--- config.mk ---
export PLATFORM = sky130hd
export DESIGN_NAME = axis_velocity_ramp_unit
export DESIGN_NICKNAME = d
export VERILOG_FILES = /design/src/design/avr_pkg.sv /design/src/design/axis_velocity_ramp_unit.sv /design/src/design/avr_datapath.sv
export VERILOG_INCLUDE_DIRS = /design/src /design/src/design
export SDC_FILE = /design/constraint.sdc
export NUM_CORES = 2
export LEC_CHECK = 0
export ABC_CLOCK_PERIOD_IN_PS = 18550
export BUFFER_PORTS_ARGS = -buffer_cell sky130_fd_sc_hd__buf_2
export CAP_MARGIN = 20
export CORE_MARGIN = 5
export CORE_UTILIZATION = 67
export DETAILED_ROUTE_END_ITERATION = 12
export HOLD_SLACK_MARGIN = 0.05
export PLACE_DENSITY_LB_ADDON = 0.3
export SYNTH_ARGS = -nofsm -noshare
export SYNTH_HDL_FRONTEND = slang
export SYNTH_SLANG_ARGS = --single-unit
--- constraint.sdc ---
create_clock -name i_clk -period 18.55 [get_ports i_clk]
set_input_delay 3.71 -clock i_clk [delete_from_list [all_inputs] [get_ports i_clk]]
set_output_delay 3.71 -clock i_clk [all_outputs]
set_load 0.05 [all_outputs]
--- src/design/axis_velocity_ramp_unit_assert.svh ---
// Assertion macros used by the velocity ramp top-level design file.
`ifndef AXIS_VELOCITY_RAMP_UNIT_ASSERT_SVH
`define AXIS_VELOCITY_RAMP_UNIT_ASSERT_SVH

// Same-cycle implication, checked out of reset
`define AVR_ASSERT_SAME(label, clk, rst_n, ante, cons, msg) \
    label: assert property (@(posedge clk) disable iff (!rst_n) (ante) |-> (cons)) \
        else $error(msg);

// Next-cycle implication, checked out of reset
`define AVR_ASSERT_NEXT(label, clk, rst_n, ante, cons, msg) \
    label: assert property (@(posedge clk) disable iff (!rst_n) (ante) |=> (cons)) \
        else $error(msg);

`endif

--- src/design/avr_pkg.sv ---
// Shared types, constants and microcode store of the velocity ramp unit.
package avr_pkg;

    localparam int NUM_AXES   = 3;
    localparam int AXIS_W     = 2;
    localparam int SPEED_W    = 32;
    localparam int ACC_W      = 31;
    localparam int MARGIN_W   = 16;
    localparam int DIR_W      = 16;
    localparam int DT_W       = 16;
    localparam int DT_FRAC    = 16;
    localparam int DIR_FRAC   = 14;
    localparam int CFG_IDX_W  = 8;
    localparam int CFG_DATA_W = 32;

    // Shared multiplier: signed 48 x signed 17
    localparam int MUL_A_W = 48;
    localparam int MUL_B_W = DT_W + 1;
    localparam int PROD_W  = MUL_A_W + MUL_B_W;

    // a*dt, a*dt*dt/2 and dir*a*dt term widths
    localparam int AD_W     = ACC_W + DT_W;
    localparam int T2_SHIFT = 2 * DT_FRAC + 1;
    localparam int T2_W     = ACC_W + 2 * DT_W - T2_SHIFT;
    localparam int DV_SHIFT = DT_FRAC + DIR_FRAC;
    localparam int DV_W     = 33;

    localparam logic [AXIS_W-1:0] AXIS_LAST = AXIS_W'(NUM_AXES - 1);

    // Register indexes
    localparam logic [CFG_IDX_W-1:0] REG_ACCEL_X     = 8'd0;
    localparam logic [CFG_IDX_W-1:0] REG_ACCEL_Y     = 8'd1;
    localparam logic [CFG_IDX_W-1:0] REG_ACCEL_Z     = 8'd2;
    localparam logic [CFG_IDX_W-1:0] REG_TOP_SPEED_X = 8'd3;
    localparam logic [CFG_IDX_W-1:0] REG_TOP_SPEED_Y = 8'd4;
    localparam logic [CFG_IDX_W-1:0] REG_TOP_SPEED_Z = 8'd5;
    localparam logic [CFG_IDX_W-1:0] REG_MARGIN      = 8'd6;

    // Microprogram step addresses
    localparam int STEP_W = 3;
    localparam logic [STEP_W-1:0] STEP_MUL_ADT   = 3'd0;
    localparam logic [STEP_W-1:0] STEP_MUL_ADDT  = 3'd1;
    localparam logic [STEP_W-1:0] STEP_MUL_ADDIR = 3'd2;
    localparam logic [STEP_W-1:0] STEP_MUL_VDT   = 3'd3;
    localparam logic [STEP_W-1:0] STEP_WRITE     = 3'd4;
    localparam logic [STEP_W-1:0] STEP_OUT       = 3'd5;

    typedef enum logic [1:0] {
        OPA_ACCEL,
        OPA_PROD,
        OPA_AD,
        OPA_SPEED
    } t_opa;

    typedef enum logic {
        OPB_DT,
        OPB_DIR
    } t_opb;

    typedef enum logic [1:0] {
        JMP_NEXT,
        JMP_AXIS,
        JMP_OUT
    } t_jmp;

    // One control word
    typedef struct packed {
        t_opa              opa;
        t_opb              opb;
        logic              ld_ad;
        logic              ld_t2;
        logic              ld_dv;
        logic              wr_axis;
        t_jmp              jmp;
        logic [STEP_W-1:0] target;
    } t_uop;

    // Sequencer to datapath controls
    typedef struct packed {
        logic              capture;
        logic              mul_en;
        t_opa              opa;
        t_opb              opb;
        logic              ld_ad;
        logic              ld_t2;
        logic              ld_dv;
        logic              wr_axis;
        logic [AXIS_W-1:0] axis;
    } t_dp_ctrl;

    function automatic t_uop mk_uop(input t_opa opa, input t_opb opb, input logic ld_ad,
                                    input logic ld_t2, input logic ld_dv,
                                    input logic wr_axis, input t_jmp jmp,
                                    input logic [STEP_W-1:0] target);
        t_uop u;
        u.opa     = opa;
        u.opb     = opb;
        u.ld_ad   = ld_ad;
        u.ld_t2   = ld_t2;
        u.ld_dv   = ld_dv;
        u.wr_axis = wr_axis;
        u.jmp     = jmp;
        u.target  = target;
        return u;
    endfunction

    // Control store: five steps per axis, looped three times, then publish
    function automatic t_uop avr_rom(input logic [STEP_W-1:0] step);
        t_uop u;
        case (step)
            STEP_MUL_ADT:   u = mk_uop(OPA_ACCEL, OPB_DT,  1'b0, 1'b0, 1'b0, 1'b0,
                                       JMP_NEXT, STEP_MUL_ADT);
            STEP_MUL_ADDT:  u = mk_uop(OPA_PROD,  OPB_DT,  1'b1, 1'b0, 1'b0, 1'b0,
                                       JMP_NEXT, STEP_MUL_ADT);
            STEP_MUL_ADDIR: u = mk_uop(OPA_AD,    OPB_DIR, 1'b0, 1'b1, 1'b0, 1'b0,
                                       JMP_NEXT, STEP_MUL_ADT);
            STEP_MUL_VDT:   u = mk_uop(OPA_SPEED, OPB_DT,  1'b0, 1'b0, 1'b1, 1'b0,
                                       JMP_NEXT, STEP_MUL_ADT);
            STEP_WRITE:     u = mk_uop(OPA_ACCEL, OPB_DT,  1'b0, 1'b0, 1'b0, 1'b1,
                                       JMP_AXIS, STEP_MUL_ADT);
            default:        u = mk_uop(OPA_ACCEL, OPB_DT,  1'b0, 1'b0, 1'b0, 1'b0,
                                       JMP_OUT, STEP_MUL_ADT);
        endcase
        return u;
    endfunction

endpackage

--- src/design/axis_velocity_ramp_unit.sv ---
// Each request runs five microcode steps per axis through the single shared 48x17
// multiplier, for each of the three axes in turn, then one publish step.
// The next request is taken during the publish step once the output slot frees.
// Reset (synchronous, active low) clears axis speeds, registers, sequencer, valid.
`include "axis_velocity_ramp_unit_assert.svh"

module axis_velocity_ramp_unit (
    input  logic                                    i_clk,
    input  logic                                    i_rst_n,
    // Configuration writes
    input  logic                                    i_cfg_valid,
    output logic                                    o_cfg_ready,
    input  logic [avr_pkg::CFG_IDX_W-1:0]           i_cfg_index,
    input  logic [avr_pkg::CFG_DATA_W-1:0]          i_cfg_data,
    // Request channel
    input  logic                                    i_in_valid,
    output logic                                    o_in_ready,
    input  logic signed [avr_pkg::DIR_W-1:0]        i_dir_x,
    input  logic signed [avr_pkg::DIR_W-1:0]        i_dir_y,
    input  logic signed [avr_pkg::DIR_W-1:0]        i_dir_z,
    input  logic [avr_pkg::DT_W-1:0]                i_time_step,
    // Result channel
    output logic                                    o_out_valid,
    input  logic                                    i_out_ready,
    output logic signed [avr_pkg::SPEED_W-1:0]      o_disp_x,
    output logic signed [avr_pkg::SPEED_W-1:0]      o_disp_y,
    output logic signed [avr_pkg::SPEED_W-1:0]      o_disp_z,
    output logic                                    o_moved,
    output logic signed [avr_pkg::SPEED_W-1:0]      o_speed_x,
    output logic signed [avr_pkg::SPEED_W-1:0]      o_speed_y,
    output logic signed [avr_pkg::SPEED_W-1:0]      o_speed_z
);
    import avr_pkg::*;

    logic [NUM_AXES-1:0][ACC_W-1:0] r_accel;
    logic [NUM_AXES-1:0][ACC_W-1:0] r_top;
    logic [MARGIN_W-1:0]            r_margin;

    logic              r_busy, n_busy;
    logic [STEP_W-1:0] r_step, n_step;
    logic [AXIS_W-1:0] r_axis, n_axis;

    logic                             r_o_valid;
    logic                             r_o_moved;
    logic [NUM_AXES-1:0][SPEED_W-1:0] r_o_disp;
    logic [NUM_AXES-1:0][SPEED_W-1:0] r_o_speed;

    t_uop     uop;
    t_dp_ctrl dp_ctrl;
    logic     slot_free;
    logic     publish;
    logic     in_acc;

    logic [NUM_AXES-1:0][DIR_W-1:0]   dir_in;
    logic [NUM_AXES-1:0][SPEED_W-1:0] dp_speed;
    logic [NUM_AXES-1:0][SPEED_W-1:0] dp_disp;
    logic                             dp_moved;

    // Configuration registers; no handshake while in reset
    assign o_cfg_ready = i_rst_n;

    always_ff @(posedge i_clk) begin
        if (!i_rst_n) begin
            r_accel  <= '0;
            r_top    <= '0;
            r_margin <= '0;
        end else if (i_cfg_valid) begin
            unique case (i_cfg_index)
                REG_ACCEL_X:     r_accel[0] <= i_cfg_data[ACC_W-1:0];
                REG_ACCEL_Y:     r_accel[1] <= i_cfg_data[ACC_W-1:0];
                REG_ACCEL_Z:     r_accel[2] <= i_cfg_data[ACC_W-1:0];
                REG_TOP_SPEED_X: r_top[0]   <= i_cfg_data[ACC_W-1:0];
                REG_TOP_SPEED_Y: r_top[1]   <= i_cfg_data[ACC_W-1:0];
                REG_TOP_SPEED_Z: r_top[2]   <= i_cfg_data[ACC_W-1:0];
                REG_MARGIN:      r_margin   <= i_cfg_data[MARGIN_W-1:0];
                default: ;
            endcase
        end
    end

    // Microcode fetch and handshake
    assign uop        = avr_rom(r_step);
    assign slot_free  = !r_o_valid || i_out_ready;
    assign publish    = r_busy && (uop.jmp == JMP_OUT) && slot_free;
    assign o_in_ready = i_rst_n && (!r_busy || publish);
    assign in_acc     = i_in_valid && o_in_ready;

    // Step counter and axis loop
    always_comb begin
        n_busy = r_busy;
        n_step = r_step;
        n_axis = r_axis;
        if (in_acc) begin
            n_busy = 1'b1;
            n_step = STEP_MUL_ADT;
            n_axis = '0;
        end else if (r_busy) begin
            case (uop.jmp)
                JMP_NEXT: n_step = r_step + STEP_W'(1);
                JMP_AXIS: begin
                    if (r_axis == AXIS_LAST) begin
                        n_axis = '0;
                        n_step = r_step + STEP_W'(1);
                    end else begin
                        n_axis = r_axis + AXIS_W'(1);
                        n_step = uop.target;
                    end
                end
                JMP_OUT: begin
                    if (publish) begin
                        n_busy = 1'b0;
                    end
                end
                default: n_busy = 1'b0;
            endcase
        end
    end

    always_ff @(posedge i_clk) begin
        if (!i_rst_n) begin
            r_busy <= 1'b0;
            r_step <= STEP_MUL_ADT;
            r_axis <= '0;
        end else begin
            r_busy <= n_busy;
            r_step <= n_step;
            r_axis <= n_axis;
        end
    end

    // Datapath controls
    always_comb begin
        dp_ctrl.capture = in_acc;
        dp_ctrl.mul_en  = r_busy;
        dp_ctrl.opa     = uop.opa;
        dp_ctrl.opb     = uop.opb;
        dp_ctrl.ld_ad   = r_busy && uop.ld_ad;
        dp_ctrl.ld_t2   = r_busy && uop.ld_t2;
        dp_ctrl.ld_dv   = r_busy && uop.ld_dv;
        dp_ctrl.wr_axis = r_busy && uop.wr_axis;
        dp_ctrl.axis    = r_axis;
    end

    assign dir_in = {i_dir_z, i_dir_y, i_dir_x};

    avr_datapath u_datapath (
        .i_clk    (i_clk),
        .i_rst_n  (i_rst_n),
        .i_ctrl   (dp_ctrl),
        .i_dir    (dir_in),
        .i_dt     (i_time_step),
        .i_accel  (r_accel),
        .i_top    (r_top),
        .i_margin (r_margin),
        .o_speed  (dp_speed),
        .o_disp   (dp_disp),
        .o_moved  (dp_moved)
    );

    // Output register
    always_ff @(posedge i_clk) begin
        if (!i_rst_n) begin
            r_o_valid <= 1'b0;
        end else if (publish) begin
            r_o_valid <= 1'b1;
        end else if (i_out_ready) begin
            r_o_valid <= 1'b0;
        end
    end

    always_ff @(posedge i_clk) begin
        if (publish) begin
            r_o_moved <= dp_moved;
            r_o_disp  <= dp_disp;
            r_o_speed <= dp_speed;
        end
    end

    assign o_out_valid = r_o_valid;
    assign o_moved     = r_o_moved;
    assign o_disp_x    = r_o_disp[0];
    assign o_disp_y    = r_o_disp[1];
    assign o_disp_z    = r_o_disp[2];
    assign o_speed_x   = r_o_speed[0];
    assign o_speed_y   = r_o_speed[1];
    assign o_speed_z   = r_o_speed[2];

    // Checks
    `AVR_ASSERT_SAME(a_still_no_disp, i_clk, i_rst_n, r_o_valid && !r_o_moved, r_o_disp == '0, "displacement without motion")
    `AVR_ASSERT_NEXT(a_overlap_publishes, i_clk, i_rst_n, in_acc && r_busy, r_o_valid, "request taken while busy without publishing")
    `AVR_ASSERT_SAME(a_axis_range, i_clk, i_rst_n, r_busy, r_axis <= AXIS_LAST, "axis counter out of range")
    `AVR_ASSERT_NEXT(a_last_axis_to_out, i_clk, i_rst_n, dp_ctrl.wr_axis && (r_axis == AXIS_LAST), r_busy && (r_step == STEP_OUT), "axis loop did not end in publish step")

endmodule

--- src/design/avr_datapath.sv ---
// Datapath of the velocity ramp unit: shared multiplier, work registers, axis speeds.
module avr_datapath (
    input  logic                                                 i_clk,
    input  logic                                                 i_rst_n,
    input  avr_pkg::t_dp_ctrl                                    i_ctrl,
    input  logic [avr_pkg::NUM_AXES-1:0][avr_pkg::DIR_W-1:0]     i_dir,
    input  logic [avr_pkg::DT_W-1:0]                             i_dt,
    input  logic [avr_pkg::NUM_AXES-1:0][avr_pkg::ACC_W-1:0]     i_accel,
    input  logic [avr_pkg::NUM_AXES-1:0][avr_pkg::ACC_W-1:0]     i_top,
    input  logic [avr_pkg::MARGIN_W-1:0]                         i_margin,
    output logic [avr_pkg::NUM_AXES-1:0][avr_pkg::SPEED_W-1:0]   o_speed,
    output logic [avr_pkg::NUM_AXES-1:0][avr_pkg::SPEED_W-1:0]   o_disp,
    output logic                                                 o_moved
);
    import avr_pkg::*;

    logic [NUM_AXES-1:0][SPEED_W-1:0] r_speed;
    logic [NUM_AXES-1:0][SPEED_W-1:0] r_disp;
    logic [NUM_AXES-1:0][DIR_W-1:0]   r_dir;
    logic [DT_W-1:0]                  r_dt;
    logic                             r_moved;
    logic signed [PROD_W-1:0]         r_prod;
    logic [AD_W-1:0]                  r_ad;
    logic [T2_W-1:0]                  r_t2;
    logic signed [DV_W-1:0]           r_dv;

    logic [ACC_W-1:0]          cur_accel;
    logic [ACC_W-1:0]          cur_top;
    logic signed [SPEED_W-1:0] cur_speed;
    logic signed [DIR_W-1:0]   cur_dir;
    logic signed [MUL_A_W-1:0] mul_a;
    logic signed [MUL_B_W-1:0] mul_b;
    logic signed [PROD_W-1:0]  mul_p;

    logic signed [SPEED_W-1:0] t1;
    logic signed [SPEED_W:0]   disp_sum;
    logic [SPEED_W-1:0]        disp_sat;
    logic [SPEED_W-1:0]        speed_mag;
    logic                      suppress;
    logic [SPEED_W-1:0]        disp_new;
    logic signed [SPEED_W+1:0] drv_sum;
    logic signed [SPEED_W+1:0] top_s;
    logic [SPEED_W-1:0]        drv_speed;
    logic [ACC_W-1:0]          dec_step;
    logic signed [SPEED_W:0]   dec_sum;
    logic [SPEED_W-1:0]        dec_speed;
    logic [SPEED_W-1:0]        speed_new;

    // Operands of the axis in work
    always_comb begin
        case (i_ctrl.axis)
            2'd0: begin
                cur_accel = i_accel[0];
                cur_top   = i_top[0];
                cur_speed = r_speed[0];
                cur_dir   = r_dir[0];
            end
            2'd1: begin
                cur_accel = i_accel[1];
                cur_top   = i_top[1];
                cur_speed = r_speed[1];
                cur_dir   = r_dir[1];
            end
            default: begin
                cur_accel = i_accel[2];
                cur_top   = i_top[2];
                cur_speed = r_speed[2];
                cur_dir   = r_dir[2];
            end
        endcase
    end

    // Shared multiplier operand select
    always_comb begin
        case (i_ctrl.opa)
            OPA_ACCEL: mul_a = {{(MUL_A_W-ACC_W){1'b0}}, cur_accel};
            OPA_PROD:  mul_a = r_prod[MUL_A_W-1:0];
            OPA_AD:    mul_a = {{(MUL_A_W-AD_W){1'b0}}, r_ad};
            OPA_SPEED: mul_a = {{(MUL_A_W-SPEED_W){cur_speed[SPEED_W-1]}}, cur_speed};
            default:   mul_a = '0;
        endcase
        case (i_ctrl.opb)
            OPB_DIR: mul_b = {cur_dir[DIR_W-1], cur_dir};
            default: mul_b = {1'b0, r_dt};
        endcase
    end

    assign mul_p = mul_a * mul_b;

    // Displacement: floor(v*dt) + a*dt*dt/2, saturated, suppressed near rest or when no axis moved
    assign t1        = r_prod[DT_FRAC +: SPEED_W];
    assign disp_sum  = $signed({t1[SPEED_W-1], t1})
                     + $signed({{(SPEED_W+1-T2_W){1'b0}}, r_t2});
    assign disp_sat  = (disp_sum[SPEED_W] != disp_sum[SPEED_W-1])
                     ? {disp_sum[SPEED_W], {(SPEED_W-1){~disp_sum[SPEED_W]}}}
                     : disp_sum[SPEED_W-1:0];
    assign speed_mag = cur_speed[SPEED_W-1] ? SPEED_W'(-cur_speed) : cur_speed;
    assign suppress  = (cur_dir == '0)
                     && (speed_mag <= {{(SPEED_W-MARGIN_W){1'b0}}, i_margin});
    assign disp_new  = (!r_moved || suppress) ? '0 : disp_sat;

    // Driven axis: add dir*a*dt, clamp to the top speed
    assign drv_sum = $signed({{2{cur_speed[SPEED_W-1]}}, cur_speed})
                   + $signed({r_dv[DV_W-1], r_dv});
    assign top_s   = $signed({3'b000, cur_top});

    always_comb begin
        if (drv_sum > top_s) begin
            drv_speed = SPEED_W'(top_s);
        end else if (drv_sum < -top_s) begin
            drv_speed = SPEED_W'(-top_s);
        end else begin
            drv_speed = drv_sum[SPEED_W-1:0];
        end
    end

    // Released axis: decay toward zero by a*dt, stop at zero
    assign dec_step = r_ad[DT_FRAC +: ACC_W];

    always_comb begin
        if (cur_speed > 0) begin
            dec_sum   = $signed({cur_speed[SPEED_W-1], cur_speed})
                      - $signed({2'b00, dec_step});
            dec_speed = dec_sum[SPEED_W] ? '0 : dec_sum[SPEED_W-1:0];
        end else begin
            dec_sum   = $signed({cur_speed[SPEED_W-1], cur_speed})
                      + $signed({2'b00, dec_step});
            dec_speed = (dec_sum > 0) ? '0 : dec_sum[SPEED_W-1:0];
        end
    end

    assign speed_new = (cur_dir != '0) ? drv_speed : dec_speed;

    // Request capture and work registers
    always_ff @(posedge i_clk) begin
        if (i_ctrl.capture) begin
            r_dir   <= i_dir;
            r_dt    <= i_dt;
            r_moved <= (r_speed != '0);
        end
        if (i_ctrl.mul_en) begin
            r_prod <= mul_p;
        end
        if (i_ctrl.ld_ad) begin
            r_ad <= r_prod[AD_W-1:0];
        end
        if (i_ctrl.ld_t2) begin
            r_t2 <= r_prod[T2_SHIFT +: T2_W];
        end
        if (i_ctrl.ld_dv) begin
            r_dv <= r_prod[DV_SHIFT +: DV_W];
        end
        if (i_ctrl.wr_axis) begin
            r_disp[i_ctrl.axis] <= disp_new;
        end
    end

    // Axis speed state
    always_ff @(posedge i_clk) begin
        if (!i_rst_n) begin
            r_speed <= '0;
        end else if (i_ctrl.wr_axis) begin
            r_speed[i_ctrl.axis] <= speed_new;
        end
    end

    assign o_speed = r_speed;
    assign o_disp  = r_disp;
    assign o_moved = r_moved;

endmodule

==> summary.txt <==
STA
  • Setup TNS: 0 ns
  • Clock skew after layout: 0.0544 ns
  • Highest clock rate: 0.0881 GHz
  • Final critical-path required period: 11.35 ns
  • Worst relative slew slack: 14.9%
  • Final Hold Vio Count: 0
  • Final worst path period share: 61.2%
  • Number of setup violations in the final report: 0
  • Unrepaired setup endpoints after global routing: no
  • Final Slew Violations: 0
  • Transition time of the tightest slew-check pin: 1.27 ns
  • Hold slack final: 0.413 ns

Power and ir drop
  • Static Leakage: 32.6 nW
  • Largest voltage drop on the vdd net: 0.000100 V
  • Total power: 0.00735 W
  • Power Density: 97.9 nW/um^2

Layout
  • Count of fill cells added during filler insertion: 7472
  • Share of final-layout standard cells stronger than drive strength 1: 10.1%
  • Final non-filler cell total: 8808
  • Number of nets in the finished design: 8584
  • Area overhead of the layout relative to synthesis: 8.44%

Setup path
  • Library cell contributing the largest single delay on the critical path: a2111oi_0
  • Largest incremental delay on the critical path: 0.90 ns
  • CP most frequent cell: fa_1
  • CP Class: register to register
  • Buffer and inverter count on the worst path: 7
  • Worst Setup End Kind: register
  • Critical path data arrival time: 11.75 ns
  • Worst setup SP type: register
  • Data required time at the worst endpoint: 18.95 ns
  • Largest fanout of any net on the critical path: 82
  • Top Family by Delay on Critical Path: adder cells

Detailed routing
  • Pre-Repair DR Iteration Count: 9
  • Detailed Route Iter0 Violations: 6418
  • Mean routed wirelength per cell: 25.2 microns
  • Number of vias per cell after detailed routing: 6.38
  • Routed via count: 56234
  • Wire length reported by the detailed router: 222000 microns
  • Detailed-route DRC error count: 0
  • Antenna-violating nets left: 0

CTS
  • TritonCTS clock tree: yes
  • Maximum buffer depth of the clock tree: 3
  • Clock transition at the register clock pins on the worst setup and hold paths after CTS: 0.07 ns
  • Number of buffers inserted by post-CTS setup repair: 0
  • Root buf cell: clkbuf_16
  • Cts-stage hold buffer count: 0
  • Number of buffers inserted during clock tree synthesis: 84
  • Skew-Pair Late Insertion Delay: 0.69 ns
  • H-tree depth: 3
  • PostCTS Resize Cnt: 0
  • Clock sinks: 832

Placed design
  • Placed instance count: 8640
  • PortBufs: 303
  • Detail Placement HPWL: 165000 microns
  • Weighted congestion reported at the end of routability-driven placement: 1.01

Global route
  • Maximum number of pins on one net before global-route repair: 107
  • Remaining global-route overflow: 0
  • Global-route usage over all layers: 39.7%
  • Vias in the first global route: 56175
  • Wire length of the first global-routing pass: 336000 microns
  • Number of antenna violations at the first check in global routing: 5

Synthesis
  • Post-synth design cell area: 69200 sq um
  • Number of synthesis warnings: 0
  • Async set-reset flop share out of synthesis: 0%
  • Number of unique standard cell types used by synthesis: 114
  • Top FF cell, synth: edfxtp_1
  • Part of the Yosys area used for sequential elements: 31.7%
  • Net count after synthesis: 8400
  • EDFF count, synth: 527
  • Number of storage elements in the synthesis netlist: 832
  • Synthesized instance count: 7183
  • Post-synthesis area per instance: 9.63 sq um

Floorplan
  • Initial cell density of the core: 67.7%
  • Site row count: 117
  • Die outline area: 110000 sq um
  • Vertical die dimension: 331 microns
  • Top-level port count: 305
  • Die width: 331 microns
  • Core ar.: 102000 sq um

Status
  • Status: completed

Flow run
  • Max_cap viols: 0

Worst hold path
  • Class of the tightest hold or removal check: register to register
## registers in the layout (all words and copies together), names as in the netlist, 2 cells and up
register / count
u_datapath.o_disp: 96
u_datapath.o_speed: 96
r_accel: 93
r_top: 93
u_datapath.r_prod: 63
u_datapath.r_dir: 48
u_datapath.r_ad: 47
u_datapath.r_dv: 33
o_disp_x: 32
o_disp_y: 32
o_disp_z: 32
o_speed_x: 32
o_speed_y: 32
o_speed_z: 32
u_datapath.r_t2: 30
r_margin: 16
u_datapath.r_dt: 16
r_step: 3
r_axis: 2
## cell type report
| type | count | area [sq um] | area share (%) |
|---|---|---|---|
| flip-flops and latches | 832 | 21900 | 29.2 |
| clock buffers | 112 | 2340 | 3.12 |
| multi-input cells | 5119 | 42600 | 56.8 |
| repair buffers | 435 | 2580 | 3.44 |
| inverters | 895 | 3360 | 4.48 |
| well taps | 1368 | 1710 | 2.28 |
| diodes | 3 | 7.51 | 0.0100 |
| clock inverters | 44 | 492 | 0.655 |
## cells in the final DEF, fill, tap and decap left out, types with 72 or more instances in the layout
cell type / Yosys / layout
a21oi_1: 357 / 350
ha_1: 357 / 357
xnor2_1: 142 / 142
a211oi_1: 72 / 72
nand2_1: 1087 / 1086
nor2b_1: 79 / 79
nand3_1: 124 / 124
clkbuf_16: 0 / 86
a21o_1: 96 / 95
nor2_1: 556 / 555
mux2i_1: 165 / 165
buf_2: 29 / 302
buf_4: 8 / 126
edfxtp_1: 527 / 527
dfxtp_1: 305 / 302
a21boi_0: 199 / 199
o21ai_0: 206 / 200
inv_1: 888 / 886
fa_1: 751 / 751
## path summary, 6_finish.rpt
path	startpoint	end	slack, ns	cells after the start
setup / recovery	r_axis[0]$_SDFFE_PP0P_	u_datapath.r_prod[62]$_DFFE_PP_	7.20	31
setup reg to reg	r_axis[0]$_SDFFE_PP0P_	u_datapath.r_prod[62]$_DFFE_PP_	7.20	31
hold reg to reg	u_datapath.o_disp[6]$_DFFE_PP_	o_disp_x[6]$_DFFE_PP_	0.41	0
hold / removal	u_datapath.o_disp[6]$_DFFE_PP_	o_disp_x[6]$_DFFE_PP_	0.41	0
## kinds of logic (layout without fill, tap and decap cells)
logic type | Yosys count | in the layout | synth area share (%)
fa+ha+maj | 1108 | 1108 | 28.2
mux | 213 | 213 | 3.20
simple gates | 2230 | 2230 | 14.1
flops | 832 | 832 | 31.7
buf+inv | 1232 | 1486 | 7.05
xor+xnor | 196 | 196 | 2.49
compound gates | 1372 | 1372 | 13.3
other cells | 0 | 3 | 0
## report_power, final
group	switching, W	leakage (nW)	internal, W
combinational	0.00204	23.9	0.00121
sequential	0.000148	7.34	0.00222
clock	0.000757	1.39	0.000973
## layer usage
metal | part of all wire (%) | vias up | track usage (%)
li1 | - | 24365 | -
met1 | 37 | 27424 | 51.5
met2 | 44 | 3659 | 61.1
met3 | 12 | 782 | 11.0
met4 | 7.0 | 4 | 21.7
met5 | 0.012 | - | 0
## Yosys cell counts, types with 29 or more instances
master	number	area [sq um]
a211oi_1	72	541
a21boi_0	199	1490
a21o_1	96	721
a21oi_1	357	1790
a31oi_1	30	188
and2_1	55	344
buf_2	29	145
clkbuf_1	253	950
dfxtp_1	305	6110
edfxtp_1	527	15800
fa_1	751	15000
ha_1	357	4470
inv_1	888	3330
mux2_2	43	484
mux2i_1	165	1650
nand2_1	1087	4080
nand2b_1	39	244
nand3_1	124	621
nand4_1	53	332
nor2_1	556	2090
nor2b_1	79	494
nor3_1	62	310
nor4_1	46	288
o211ai_1	39	293
o21a_1	64	480
o21ai_0	206	1030
o21ai_1	36	180
o31ai_1	51	383
xnor2_1	142	1240
xor2_1	53	464
## per-stage QoR
| step | util (%) | setup WS, ns | cell area [sq um] |
|---|---|---|---|
| global route | 73.4 | 6.92 | 75000 |
| CTS | 73.3 | 7.38 | 74900 |
| finish | 73.4 | 7.20 | 75100 |
| global placement | 70.5 | 7.53 | 72100 |
| floorplan | - | 6.03 | 69200 |
| detailed placement | 70.6 | 7.44 | 72100 |
(Power assumes the default switching activity.)
